**src/design/assert_macros.svh**
```systemverilog
// ----------------------------------------------------------------------------
// Assertion macros
// Clocked concurrent assertion helpers used by the top-level design file.
// ----------------------------------------------------------------------------
`ifndef ASSERT_MACROS_SVH
`define ASSERT_MACROS_SVH

// Checked only while out of reset.
`define SDM_ASSERT(lbl, prop, msg) \
  lbl: assert property (@(posedge clk_i) disable iff (!rst_ni) prop) else $error(msg);

// Checked at every edge, reset included.
`define SDM_ASSERT_ALWAYS(lbl, prop, msg) \
  lbl: assert property (@(posedge clk_i) prop) else $error(msg);

`endif

```
**src/design/sdm_pkg.sv**
```systemverilog
// ----------------------------------------------------------------------------
// Soft symbol demapper package
// Shared widths, constants, register indexes and control types.
// ----------------------------------------------------------------------------
package sdm_pkg;

  localparam int MaxPointsDef = 64;
  localparam int PointLimit   = 64;
  localparam int CountW       = 7;
  localparam int IdxW         = 6;
  localparam int SeriesOrder  = 12;
  localparam int CfgIdxW      = 2;
  localparam int CfgDataW     = 16;

  // exp(-1) in Q2.30 as produced by the truncated series.
  localparam logic [28:0] ExpOne = 29'd395007543;

  localparam logic [CfgIdxW-1:0] CfgNumPoints   = 2'd0;
  localparam logic [CfgIdxW-1:0] CfgInvNoiseVar = 2'd1;
  localparam logic [CfgIdxW-1:0] CfgProbFloor   = 2'd2;

  typedef enum logic [4:0] {
    OP_NOP,
    OP_START,
    OP_TAB_RD,
    OP_ROT_A,
    OP_ROT_B,
    OP_ROT_C,
    OP_ROT_D,
    OP_DIFF,
    OP_SQ_RE,
    OP_SQ_IM,
    OP_MET_MUL,
    OP_MET_WR,
    OP_WK_RD,
    OP_EXP_INIT,
    OP_TERM_MUL,
    OP_DIV_STEP,
    OP_TERM_ACC,
    OP_POW_STEP,
    OP_W_WR,
    OP_NRM_INIT,
    OP_NRM_STEP,
    OP_OUT_LOAD
  } sdm_op_e;

  typedef struct packed {
    sdm_op_e op;
    logic    idx_inc;
    logic    idx_clr;
  } sdm_cmd_t;

  typedef struct packed {
    logic n_zero;
    logic last_pt;
    logic big;
    logic k_last;
    logic pow_done;
    logic cnt_done;
    logic out_free;
  } sdm_status_t;

endpackage

```
**src/design/sdm_ctrl.sv**
```systemverilog
// ----------------------------------------------------------------------------
// Soft symbol demapper controller
// Sequences the metric, exponent and normalization passes over the points.
// ----------------------------------------------------------------------------
module sdm_ctrl (
  input  logic                clk_i,
  input  logic                rst_ni,
  input  logic                demod_i,
  input  sdm_pkg::sdm_status_t status_i,
  output sdm_pkg::sdm_cmd_t   cmd_o,
  output logic                busy_o
);

  localparam logic [4:0] S_IDLE   = 5'd0;
  localparam logic [4:0] S_CHK    = 5'd1;
  localparam logic [4:0] S_M_RD   = 5'd2;
  localparam logic [4:0] S_M_A    = 5'd3;
  localparam logic [4:0] S_M_B    = 5'd4;
  localparam logic [4:0] S_M_C    = 5'd5;
  localparam logic [4:0] S_M_D    = 5'd6;
  localparam logic [4:0] S_M_DF   = 5'd7;
  localparam logic [4:0] S_M_SR   = 5'd8;
  localparam logic [4:0] S_M_SI   = 5'd9;
  localparam logic [4:0] S_M_MM   = 5'd10;
  localparam logic [4:0] S_M_WR   = 5'd11;
  localparam logic [4:0] S_E_RD   = 5'd12;
  localparam logic [4:0] S_E_SET  = 5'd13;
  localparam logic [4:0] S_E_TM   = 5'd14;
  localparam logic [4:0] S_E_DV   = 5'd15;
  localparam logic [4:0] S_E_AC   = 5'd16;
  localparam logic [4:0] S_E_PW   = 5'd17;
  localparam logic [4:0] S_E_WR   = 5'd18;
  localparam logic [4:0] S_N_RD   = 5'd19;
  localparam logic [4:0] S_N_INIT = 5'd20;
  localparam logic [4:0] S_N_DV   = 5'd21;
  localparam logic [4:0] S_N_OUT  = 5'd22;

  logic [4:0] state_q, state_d;

  always_ff @(posedge clk_i or negedge rst_ni) begin
    if (!rst_ni) begin
      state_q <= S_IDLE;
    end else begin
      state_q <= state_d;
    end
  end

  always_comb begin
    state_d       = state_q;
    cmd_o.op      = sdm_pkg::OP_NOP;
    cmd_o.idx_inc = 1'b0;
    cmd_o.idx_clr = 1'b0;
    unique case (state_q)
      S_IDLE: begin
        if (demod_i) begin
          cmd_o.op = sdm_pkg::OP_START;
          state_d  = S_CHK;
        end
      end
      S_CHK: begin
        state_d = status_i.n_zero ? S_IDLE : S_M_RD;
      end
      S_M_RD: begin
        cmd_o.op = sdm_pkg::OP_TAB_RD;
        state_d  = S_M_A;
      end
      S_M_A: begin
        cmd_o.op = sdm_pkg::OP_ROT_A;
        state_d  = S_M_B;
      end
      S_M_B: begin
        cmd_o.op = sdm_pkg::OP_ROT_B;
        state_d  = S_M_C;
      end
      S_M_C: begin
        cmd_o.op = sdm_pkg::OP_ROT_C;
        state_d  = S_M_D;
      end
      S_M_D: begin
        cmd_o.op = sdm_pkg::OP_ROT_D;
        state_d  = S_M_DF;
      end
      S_M_DF: begin
        cmd_o.op = sdm_pkg::OP_DIFF;
        state_d  = S_M_SR;
      end
      S_M_SR: begin
        cmd_o.op = sdm_pkg::OP_SQ_RE;
        state_d  = S_M_SI;
      end
      S_M_SI: begin
        cmd_o.op = sdm_pkg::OP_SQ_IM;
        state_d  = S_M_MM;
      end
      S_M_MM: begin
        cmd_o.op = sdm_pkg::OP_MET_MUL;
        state_d  = S_M_WR;
      end
      S_M_WR: begin
        cmd_o.op = sdm_pkg::OP_MET_WR;
        if (status_i.last_pt) begin
          cmd_o.idx_clr = 1'b1;
          state_d       = S_E_RD;
        end else begin
          cmd_o.idx_inc = 1'b1;
          state_d       = S_M_RD;
        end
      end
      S_E_RD: begin
        cmd_o.op = sdm_pkg::OP_WK_RD;
        state_d  = S_E_SET;
      end
      S_E_SET: begin
        cmd_o.op = sdm_pkg::OP_EXP_INIT;
        state_d  = status_i.big ? S_E_WR : S_E_TM;
      end
      S_E_TM: begin
        cmd_o.op = sdm_pkg::OP_TERM_MUL;
        state_d  = S_E_DV;
      end
      S_E_DV: begin
        cmd_o.op = sdm_pkg::OP_DIV_STEP;
        if (status_i.cnt_done) begin
          state_d = S_E_AC;
        end
      end
      S_E_AC: begin
        cmd_o.op = sdm_pkg::OP_TERM_ACC;
        state_d  = status_i.k_last ? S_E_PW : S_E_TM;
      end
      S_E_PW: begin
        if (status_i.pow_done) begin
          state_d = S_E_WR;
        end else begin
          cmd_o.op = sdm_pkg::OP_POW_STEP;
        end
      end
      S_E_WR: begin
        cmd_o.op = sdm_pkg::OP_W_WR;
        if (status_i.last_pt) begin
          cmd_o.idx_clr = 1'b1;
          state_d       = S_N_RD;
        end else begin
          cmd_o.idx_inc = 1'b1;
          state_d       = S_E_RD;
        end
      end
      S_N_RD: begin
        cmd_o.op = sdm_pkg::OP_WK_RD;
        state_d  = S_N_INIT;
      end
      S_N_INIT: begin
        cmd_o.op = sdm_pkg::OP_NRM_INIT;
        state_d  = S_N_DV;
      end
      S_N_DV: begin
        cmd_o.op = sdm_pkg::OP_NRM_STEP;
        if (status_i.cnt_done) begin
          state_d = S_N_OUT;
        end
      end
      S_N_OUT: begin
        if (status_i.out_free) begin
          cmd_o.op = sdm_pkg::OP_OUT_LOAD;
          if (status_i.last_pt) begin
            state_d = S_IDLE;
          end else begin
            cmd_o.idx_inc = 1'b1;
            state_d       = S_N_RD;
          end
        end
      end
      default: begin
        state_d = S_IDLE;
      end
    endcase
  end

  assign busy_o = (state_q != S_IDLE);

endmodule

```
**config.mk**
```make
export PLATFORM = sky130hd
export DESIGN_NAME = sdm_ctrl
export DESIGN_NICKNAME = d
export VERILOG_FILES = /design/src/design/assert_macros.svh /design/src/design/sdm_pkg.sv /design/src/design/sdm_ctrl.sv
export SDC_FILE = /design/constraint.sdc
export NUM_CORES = 1
export LEC_CHECK = 0
export BUFFER_PORTS_ARGS = -buffer_cell sky130_fd_sc_hd__buf_2
export CELL_PAD_IN_SITES_DETAIL_PLACEMENT = 2
export CELL_PAD_IN_SITES_GLOBAL_PLACEMENT = 2
export CORE_MARGIN = 2
export CORE_UTILIZATION = 29
export DETAILED_ROUTE_END_ITERATION = 10
export PLACE_DENSITY_LB_ADDON = 0.1
export REMOVE_ABC_BUFFERS = 1
export SLEW_MARGIN = 20
export SYNTH_ARGS = -nofsm -noshare
export SYNTH_HDL_FRONTEND = slang
export SYNTH_SLANG_ARGS = --single-unit
```
**constraint.sdc**
```tcl
create_clock -name clk_i -period 2.2 [get_ports clk_i]
set_clock_uncertainty 0.2 [all_clocks]
set_input_delay 0.44 -clock clk_i [delete_from_list [all_inputs] [get_ports clk_i]]
set_output_delay 0.44 -clock clk_i [all_outputs]
set_load 0.01 [all_outputs]
```
; Word level (Yosys, flattened, before mapping)
; Cells that the tools add are included.
[word_totals]
regBits = 5
latchBits = 0
ram_bits = 0
mem_bits_ro = 0
input_bits = 10
output_inout_bits = 8
wordCells = 53
memories = 0
[classes]
add_sub_neg = 0
n_mul = 0
div = 0
magnitude_cmp = 0
eq_ne = 27
shifts = 0
muxes = 20
bitwise = 0
n_reduce_logical = 5
[op_table]
columns = cell, n
row1 = 5-bit one-hot mux with 23 select lines, 1
row2 = 5-bit one-hot mux with 21 select lines, 1
row3 = 5-bit two-way mux, 10
row4 = 5-bit by 4-bit equality test with 1-bit output (second input constant), 8
row5 = 5-bit equality test (second input constant), 7
row6 = 5-bit by 3-bit equality test with 1-bit output (second input constant), 4
row7 = 5-bit by 2-bit equality test with 1-bit output (second input constant), 2
row8 = 2-bit inequality test (second input constant), 5
row9 = 6-bit two-way mux, 1
row10 = 5-bit by 1-bit equality test with 1-bit output (second input constant), 1
row11 = 5-bit zero test, 1
row12 = 5-bit AND reduction, 1
row13 = 5-bit nonzero test, 1
row14 = 1-bit two-way mux, 4
row15 = 4-bit two-way mux, 1
row16 = 2-bit OR reduction, 2
row17 = 2-bit two-way mux, 1
row18 = 1-bit one-hot mux with 2 select lines, 1

; Logic depth before layout (Yosys ltp)
; Gate-level depths: netlist (run 1).
[logic_depth]
ltp_word = 3
ltp_mapped = 6
depth_no_buf = 4

; Worst setup path after synthesis (run 1)
; OpenSTA, ideal clock, no wires.
[synth_path]
path_kind = register to output
start = register state_q[1]
end = output port cmd_o[2] (netlist name)
arrival_time_ns = 1.452
setup_slack_ns = 0.108
stages_incl_launch_ff = 6
path_cell_list = dfrtp_1 -> buf_6 -> or4b_1 -> o31ai_1 -> a22oi_1 -> o22ai_1
[synth_lines]
columns = item, line
row1 = "start, declared", sdm_ctrl.sv:38  ; logic [4:0] state_q, state_d;
row2 = "start signal, assigned", sdm_ctrl.sv:44  ; state_q <= state_d;
row3 = "end, declared", sdm_ctrl.sv:10  ; output sdm_pkg::sdm_cmd_t cmd_o,

==> run_results.csv, run 1 <==
group,metric,value,unit
status,status,"finished with violations",
sta,hold_slack,0.3363,ns
worst_setup_path,r2r_start,"state_q[1]$_DFFE_PN0P_",
power_and_ir_drop,ir_worst_vdd,0.7597,mV
synth,synth_cell_types,44,
synth,async_reset_ff_frac,1.000,
cells_and_area,area_growth,34.93,%
cells_and_area,drive_above_1_share,0.3902,
drt,drc,0,
drt,drtIter0Drc,8,
synth,ys_seq_area_frac,0.1656,
synth,synth_top_family_by_area,"compound AO/OA/AOI/OAI gates",
floorplan,io_pins,18,
clock_tree,htreeDepth,1,
synth,synth-compound-area-share,0.3427,
clock_tree,numCtsBuffers,3,
power_and_ir_drop,power.density,1518,nW/um^2
cells_and_area,regMostFlops,"state_q",
clock_tree,cts.path.max_buffers,2,
sta,hold_viol_final,0,
worst_setup_path,cp_max_fo,13,
cells_and_area,final_cell_mix,"17 x buf_2, 12 x buf_4, 7 x nor2_1",
min_path,hold_class,"primary input to asynchronous set/reset pin",
cells_and_area,fin_nets,134,
cells_and_area,antenna_cells,0,
sta,drv_slew,0,
worst_setup_path,crit_path_frequent_cell,"nor2_1",
cells_and_area,final_util,0.4116,
worst_setup_path,reg2reg_slack,0.05,ns
worst_setup_path,slowest_delay,0.40,ns
power_and_ir_drop,leakage,0.4348,nW
worst_setup_path,crit_chain,"buf_4 -> nor2_1 -> a32oi_1 -> nor2_1 -> buf_2",
sta,finalCritPeriodShare,1.065,
drt,via_per_inst,5.765,
clock_tree,cts_sinks,5,
synth,synth_top_area_share,0.1656,
floorplan,num_rows,18,
synth,synthCells,98,
grt,grt_remaining_overflow,0,
grt,grt_pass1_wl,4.167,mm
synth,synthSimpleGateAreaFrac,0.3162,
cells_and_area,top_regs,"state_q: 5 flops",
synth,synth_seq_cells,5,
synth,syn_avg_cell_area,7.711,um^2
worst_setup_path,reg2reg_depth,5,
status,violations,"setup timing",
synth,netlist_area,755.7,um^2
sta,fmax,426.6,MHz
cells_and_area,fillers,303,
grt,antenna_found_initial,0,
floorplan,die_y,55.05,um
worst_setup_path,arrival,1.70,ns
sta,rsz0062_at_grt,"yes",
worst_setup_path,worstSetupStartpointType,"flip-flop",
floorplan,initial_core_util,0.3051,
placed_design,port_buffers,17,
clock_tree,insertion_delay,0.25,ns
floorplan,die-area,3031,um^2
sta,setup_viol,4,
clock_tree,cts-root-buf,"clkbuf_4",
cells_and_area,largest_reg_flops,5,
sta,min_period,2.344,ns
worst_setup_path,worstSetupPathType,"flip-flop to output port",
worst_setup_path,worstPathRequired,1.56,ns
floorplan,die-width,55.05,um
synth,synth_fa_ha_area_frac,0,
drt,ant_nets,0,
drt,wl_per_cell,19.32,um
worst_setup_path,crit_slowest_cell,"dfrtp_1",
synth,synth_top_cell_by_area,"dfrtp_1",
power_and_ir_drop,total_power,1.548,mW
grt,grt_pass1_vias,806,
placed_design,post-dp-hpwl,1.895,mm
clock_tree,clk_pin_slew,0.04,ns
synth,synth_xor_area_frac,0.01159,
grt,grt_usage,0.1950,
worst_setup_path,r2r-end,"state_q[2]$_DFFE_PN0P_",
sta,slew_headroom,0.6664,
synth,ys_dominant_reg_cell,"dfrtp_1",
sta,worst_slack,-0.1439,ns
drt,routed_wl,2.956,mm
flow_run,drv_cap,0,
synth,synthTopCellsByArea,"dfrtp_1 17%, mux2_4 6.0%, nand2b_1 4.1%",
synth,ys_warn_count,0,
drt,num_vias,882,
floorplan,core_area,2477,um^2
grt,grt_max_degree,25,
placed_design,gp_congestion,0.7272,
sta,tns,-0.4339,ns
synth,synth_edf_count,0,
cells_and_area,layout.cells.most_common,"buf_2",
clock_tree,tritoncts,"done",
drt,drt-pass1-iter-count,3,
synth,yosys-mux-area-fraction,0.07285,
worst_setup_path,endpoint_kind,"output port",
sta,worst_slew_pin_slew,0.5005,ns
-- per-stage QoR --
step                cells  area [um^2]  worst slack, ns
detailed placement    143        892.1         -0.01065
finish                153         1020          -0.1439
floorplan              87        701.9         -0.05992
global placement      143        892.1         0.006074
global route          153         1020          -0.2440
CTS                   148        952.2          -0.1632
-- cell usage after synthesis, drive strengths merged (2+ instances only) --
cell type / number
buf: 6
a32oi: 2
inv: 4
clkbuf: 5
o2111ai: 2
nor4bb: 2
nor3: 3
a21oi: 6
nand3: 2
mux2: 3
a211o: 2
nor2b: 5
nand2: 3
o22ai: 3
or3: 2
dfrtp: 5
nor2: 7
a22oi: 3
nand3b: 2
nand2b: 5
a21o: 2
o21ai: 6
-- worst max-delay path: cells and delay by family, from the launching register on --
family | cells | cell delay [ns]
compound gates | 1 | 0.19
buf+inv | 2 | 0.34
simple gates | 2 | 0.52
flops | 1 | 0.40
-- how the worst max path moves through the flow --
stage | endpoint | startpoint
final | cmd_o[1] | state_q[0]$_DFFE_PN0P_
after global placement | cmd_o[2] | status_i[2]
after floorplan | cmd_o[2] | state_q[2]$_DFFE_PN0P_
after detailed placement | cmd_o[2] | status_i[2]
after global routing | cmd_o[1] | state_q[0]$_DFFE_PN0P_
after CTS | cmd_o[2] | state_q[1]$_DFFE_PN0P_
-- timing repair --
action,CTS,global route
pin swaps,3,1
resized for setup,6,5
hold buffers,1,0
cloned,0,1
setup endpoints to repair,6,7
endpoints found under the hold margin,5,0
buffers inserted,0,4
-- kinds of logic after synthesis --
logic type	after synthesis
AOI/OAI and AO/OA	34
xor gates and xnor gates	1
buffers and inverters	15
DFF	5
muxes	4
and+or+nand+nor	39
-- where the power goes --
| part | internal [mW] | switching (mW) | leakage (nW) |
|---|---|---|---|
| Combinational | 0.581 | 0.678 | 0.357 |
| Clock | 0.0690 | 0.0443 | 0.0150 |
| Sequential | 0.138 | 0.0369 | 0.0625 |
| Total | 0.788 | 0.759 | 0.435 |
-- layer usage --
layer	GRT usage	vias to the layer above	part of all wire	wire length [um]
li1	-	422	-	-
met1	0.2553	441	0.46	1357
met2	0.3254	14	0.50	1483
met3	0.008065	5	0.019	56
met4	0.09756	0	0.020	58
met5	0	-	0	0
-- cell type report --
class | instances | area (um^2) | share of cell area
Tap cell | 30 | 37.54 | 0.03681
Sequential cell | 5 | 126.4 | 0.1239
Clock buffer | 4 | 26.28 | 0.02577
Multi-Input combinational cell | 78 | 578.1 | 0.5669
Inverter | 4 | 21.27 | 0.02086
Timing Repair Buffer | 32 | 230.2 | 0.2258
(Power assumes the default switching activity.)
==> run 2: changes to the inputs <==
--- a/config.mk
+++ b/config.mk
@@ -10,6 +10,7 @@
 export CELL_PAD_IN_SITES_GLOBAL_PLACEMENT = 2
 export CORE_MARGIN = 2
 export CORE_UTILIZATION = 29
+export CTS_CLUSTER_SIZE = 20
 export DETAILED_ROUTE_END_ITERATION = 10
 export PLACE_DENSITY_LB_ADDON = 0.1
 export REMOVE_ABC_BUFFERS = 1
==> constraint.sdc (replaced) <==
create_clock -name clk_i -period 2.5 [get_ports clk_i]
set_clock_uncertainty 0.2 [all_clocks]
set_input_delay 0.5 -clock clk_i [delete_from_list [all_inputs] [get_ports clk_i]]
set_output_delay 0.5 -clock clk_i [all_outputs]
set_load 0.01 [all_outputs]
==> run_results.csv, run 2 (same netlist as run 1, synthesis figures left out) <==
group,metric,value,unit
worst_setup_path,path_buf_inv,1,
drt,via_per_inst,5.735,
worst_setup_path,endpoint_kind,"output port",
worst_setup_path,slowest_delay,0.55,ns
worst_setup_path,reg2reg_slack,0.33,ns
worst_setup_path,crit_family,"simple AND/OR/NAND/NOR gates",
worst_setup_path,worstPathRequired,1.80,ns
worst_setup_path,arrival,1.73,ns
cells_and_area,largest_reg_flops,5,
worst_setup_path,r2r-end,"state_q[1]$_DFFE_PN0P_",
sta,worst_slack,0.06643,ns
clock_tree,cts_setup_buffers,0,
floorplan,initial_core_util,0.3051,
drt,ant_nets,0,
drt,num_vias,843,
cells_and_area,top_regs,"state_q: 5 flops",
clock_tree,numCtsBuffers,3,
grt,grt_pass1_wl,4.222,mm
floorplan,io_pins,18,
grt,grt_max_degree,25,
sta,fmax,410.9,MHz
sta,setup_viol,0,
power_and_ir_drop,power.density,1316,nW/um^2
worst_setup_path,reg2reg_depth,4,
power_and_ir_drop,ir_worst_vdd,0.5904,mV
placed_design,dpl_cell_area,884.6,um^2
drt,drc,0,
clock_tree,cts-root-buf,"clkbuf_4",
power_and_ir_drop,leakage,0.4065,nW
worst_setup_path,crit_cells,5,
sta,hold_viol_final,0,
cells_and_area,final_util,0.3788,
floorplan,die-area,3031,um^2
worst_setup_path,worstSetupPathType,"flip-flop to output port",
cells_and_area,final_cell_mix,"17 x buf_2, 7 x nor2_1, 7 x buf_4",
worst_setup_path,worstSetupEndpoint,"cmd_o[2]",
drt,drtIter0Drc,6,
cells_and_area,area_growth,24.17,%
drt,drt-pass1-iter-count,4,
floorplan,num_rows,18,
clock_tree,insertion_delay,0.26,ns
sta,slew_headroom,0.6341,
sta,min_period,2.434,ns
grt,grt_remaining_overflow,0,
clock_tree,cts_sinks,5,
worst_setup_path,crit_slowest_cell,"or4b_4",
worst_setup_path,r2r_start,"state_q[3]$_DFFE_PN0P_",
placed_design,port_buffers,17,
clock_tree,cts.path.max_buffers,2,
floorplan,die_y,55.05,um
clock_tree,clk_pin_slew,0.06,ns
drt,wl_per_cell,18.61,um
sta,worst_slew_pin_slew,0.5489,ns
cells_and_area,antenna_cells,0,
drt,routed_wl,2.735,mm
sta,drv_slew,0,
sta,tns,0,ns
grt,antenna_found_initial,0,
placed_design,preCtsSetupSlack,0.1225,ns
grt,grt_pass1_vias,811,
cells_and_area,regMostFlops,"state_q",
worst_setup_path,critPathLaunch,"state_q[1]$_DFFE_PN0P_",
cells_and_area,fin_nets,128,
worst_setup_path,cp_max_fo,3,
sta,finalCritPeriodShare,0.9734,
min_path,hold_class,"primary input to asynchronous set/reset pin",
flow_run,drv_cap,0,
cells_and_area,final_area,938.4,um^2
power_and_ir_drop,total_power,1.235,mW
clock_tree,htreeDepth,1,
sta,rsz0062_at_grt,"no",
clock_tree,tritoncts,"done",
placed_design,gp_congestion,0.7156,
placed_design,place_inst,142,
worst_setup_path,crit_chain,"or4b_4 -> o31ai_2 -> a22oi_1 -> o22ai_1 -> buf_2",
floorplan,core_area,2477,um^2
floorplan,die-width,55.05,um
worst_setup_path,worstSetupStartpointType,"flip-flop",
sta,hold_slack,0.3984,ns
grt,grt_usage,0.1990,
placed_design,post-dp-hpwl,1.919,mm
cells_and_area,layout.cells.most_common,"buf_2",
cells_and_area,drive_above_1_share,0.3333,
status,status,"complete, no violations",
cells_and_area,fin_cells,147,
## run 2: cell type report
class	count	area (um^2)
Clock buffer	3	22.52
Clock inverter	1	5.005
Fill cell	304	1539
Inverter	4	15.01
Multi-Input combinational cell	78	570.5
Sequential cell	5	125.1
Tap cell	30	37.54
Timing Repair Buffer	26	162.7
## run 2: worst register-to-register path: cells and delay by family (launching register included)
kind            cells  cell delay, ns
compound gates      2            0.52
flops               1            0.51
simple gates        1            0.46
mux                 1            0.35
## run 2: routing by layer
metal	GRT usage	up-vias	wire length, um	part of all wire
li1	-	411	-	-
met1	0.2638	419	1302	0.48
met2	0.3452	11	1356	0.50
met3	0.01075	2	57	0.021
met4	0.06098	0	19	0.0069
met5	0	-	0	0
## run 2: worst min path at each step
| stage | to | slack, ns |
|---|---|---|
| 3_5_place_dp | state_q[4]$_DFFE_PN0P_ | 0.12 |
| 3_3_place_gp | state_q[4]$_DFFE_PN0P_ | 0.11 |
| 5_1_grt | state_q[2]$_DFFE_PN0P_ | 0.41 |
| 4_1_cts | state_q[4]$_DFFE_PN0P_ | 0.40 |
| 2_1_floorplan | state_q[0]$_DFFE_PN0P_ | 0.004 |
| 6_report | state_q[4]$_DFFE_PN0P_ | 0.40 |
## run 2: repair_timing
| item | 4_1_cts | 5_1_grt |
|---|---|---|
| resized for setup | 0 | 4 |
| hold endpoints to repair | 5 | 0 |
| hold buffers | 1 | 0 |
| endpoints found under the setup margin | 0 | 1 |
## run 2: power breakdown
group	internal, mW	switching, mW
Sequential	0.119	0.0450
Combinational	0.418	0.547
Clock	0.0587	0.0465
==> run 3: changes to the inputs <==
--- a/config.mk
+++ b/config.mk
@@ -6,10 +6,12 @@
 export NUM_CORES = 1
 export LEC_CHECK = 0
 export BUFFER_PORTS_ARGS = -buffer_cell sky130_fd_sc_hd__buf_2
+export CAP_MARGIN = 20
 export CELL_PAD_IN_SITES_DETAIL_PLACEMENT = 2
 export CELL_PAD_IN_SITES_GLOBAL_PLACEMENT = 2
 export CORE_MARGIN = 2
-export CORE_UTILIZATION = 29
+export CORE_UTILIZATION = 31
+export CTS_BUF_LIST = sky130_fd_sc_hd__clkbuf_2
 export CTS_CLUSTER_SIZE = 20
 export DETAILED_ROUTE_END_ITERATION = 10
 export PLACE_DENSITY_LB_ADDON = 0.1
==> run_results.csv, run 3 (same netlist as run 1, synthesis figures left out) <==
group,metric,value,unit
status,status,"complete, no violations",
sta,hold_viol_final,0,
floorplan,die_y,53.38,um
floorplan,initial_core_util,0.3352,
cells_and_area,fillers,279,
cells_and_area,regMostFlops,"state_q",
worst_setup_path,worstPathRequired,1.80,ns
clock_tree,insertion_delay,0.21,ns
placed_design,gp_congestion,0.6906,
power_and_ir_drop,leakage,0.3985,nW
sta,fmax,415.5,MHz
cells_and_area,antenna_cells,0,
placed_design,port_buffers,17,
cells_and_area,drive_above_1_share,0.3276,
cells_and_area,final_cell_mix,"17 x buf_2, 7 x nor2_1, 6 x a21oi_1, 6 x buf_4",
sta,finalCritPeriodShare,0.9627,
grt,grt_max_degree,25,
drt,routed_wl,2.739,mm
clock_tree,cts-root-buf,"clkbuf_2",
drt,via_per_inst,5.972,
drt,num_vias,860,
clock_tree,cts_setup_buffers,0,
power_and_ir_drop,ir_worst_vdd,0.6031,mV
grt,grt_remaining_overflow,0,
power_and_ir_drop,power.density,1287,nW/um^2
worst_setup_path,endpoint_kind,"output port",
floorplan,die-area,2849,um^2
worst_setup_path,r2r-end,"state_q[4]$_DFFE_PN0P_",
worst_setup_path,reg2reg_slack,0.36,ns
power_and_ir_drop,total_power,1.180,mW
min_path,hold_class,"primary input to asynchronous set/reset pin",
cells_and_area,area_growth,21.36,%
sta,setup_viol,0,
worst_setup_path,arrival,1.71,ns
grt,antenna_found_initial,0,
grt,grt_pass1_vias,887,
sta,drv_slew,0,
drt,drtIter0Drc,5,
cells_and_area,fin_nets,127,
worst_setup_path,reg2reg_depth,5,
drt,ant_nets,0,
sta,hold_slack,0.4416,ns
sta,worst_slew_pin_slew,0.4957,ns
cells_and_area,largest_reg_flops,5,
clock_tree,cts_sinks,5,
sta,slew_headroom,0.6696,
worst_setup_path,worstSetupStartpointType,"flip-flop",
sta,min_period,2.407,ns
floorplan,io_pins,18,
worst_setup_path,cp_max_fo,3,
floorplan,die-width,53.38,um
drt,wl_per_cell,19.02,um
sta,worst_slack,0.09317,ns
grt,grt_pass1_wl,4.429,mm
clock_tree,tritoncts,"done",
placed_design,post-dp-hpwl,1.905,mm
floorplan,core_area,2255,um^2
clock_tree,numCtsBuffers,3,
cells_and_area,layout.cells.most_common,"buf_2",
clock_tree,cts.path.max_buffers,2,
drt,drc,0,
grt,grt_usage,0.2128,
clock_tree,htreeDepth,1,
cells_and_area,top_regs,"state_q: 5 flops",
flow_run,drv_cap,0,
worst_setup_path,r2r_start,"state_q[0]$_DFFE_PN0P_",
placed_design,preCtsSetupSlack,0.09753,ns
worst_setup_path,worstSetupPathType,"flip-flop to output port",
clock_tree,clk_pin_slew,0.06,ns
drt,drt-pass1-iter-count,4,
floorplan,num_rows,17,
-- run 3: cell count changes in the layout (fill, tap and decap cells not counted), sizes merged --
cell    previous run  this run
clkbuf             3         4
clkinv             1         0
buf               25        24
-- run 3: metrics by stage --
step                      utilization    TNS, ns  instances  area [um^2]
after detailed placement       0.3879          0        139        874.6
after global routing           0.4068  -0.002999        144        917.1
after floorplan                     -          0         87        701.9
after CTS                      0.4012          0        144        904.6
final                          0.4068          0        144        917.1
after global placement         0.3879          0        139        874.6
-- run 3: layout make-up --
type,count,area [um^2],area share
clock buffers,4,20.02,0.02183
repair buffers,25,151.4,0.1651
multi-input cells,78,570.5,0.6221
well taps,28,35.03,0.03820
flip-flops and latches,5,125.1,0.1364
inverters,4,15.01,0.01637
-- run 3: routing by layer --
metal / part of all wire / wire (um) / GRT usage / up-vias
li1: - / - / - / 411
met1: 0.48 / 1308 / 0.2797 / 429
met2: 0.49 / 1338 / 0.3560 / 16
met3: 0.026 / 71 / 0.02825 / 4
met4: 0.0073 / 20 / 0.06410 / 0
met5: 0 / 0 / 0 / -
-- run 3: worst max path at each step --
| stage | startpoint | endpoint | slack, ns | cells past startpoint |
|---|---|---|---|---|
| 4_1_cts | state_q[2]$_DFFE_PN0P_ | cmd_o[2] | 0.02 | 6 |
| 6_report | state_q[2]$_DFFE_PN0P_ | cmd_o[2] | 0.09 | 5 |
| 5_1_grt | state_q[2]$_DFFE_PN0P_ | cmd_o[2] | -0.003 | 6 |
| 3_5_place_dp | status_i[2] | cmd_o[2] | 0.1 | 6 |
| 3_3_place_gp | status_i[2] | cmd_o[2] | 0.13 | 6 |
| 2_1_floorplan | state_q[2]$_DFFE_PN0P_ | cmd_o[2] | 0.18 | 4 |
-- run 3: where the power goes --
group          switching, mW  internal [mW]  total (mW)
clock network         0.0320         0.0424      0.0743
logic                  0.535          0.404       0.939
registers             0.0473          0.119       0.167
total                  0.614          0.566        1.18
-- run 3: worst max-delay path, stage by stage, from the launching register on --
cell,delay [ns]
dfrtp_1,0.40
or4b_4,0.57
o31ai_2,0.10
a22oi_1,0.13
o22ai_1,0.15
buf_2,0.15
-- run 3: repair_timing --
item	4_1_cts	5_1_grt
endpoints found under the setup margin	0	1
hold buffers	1	0
gates resized for setup	0	3
endpoints found under the hold margin	5	0
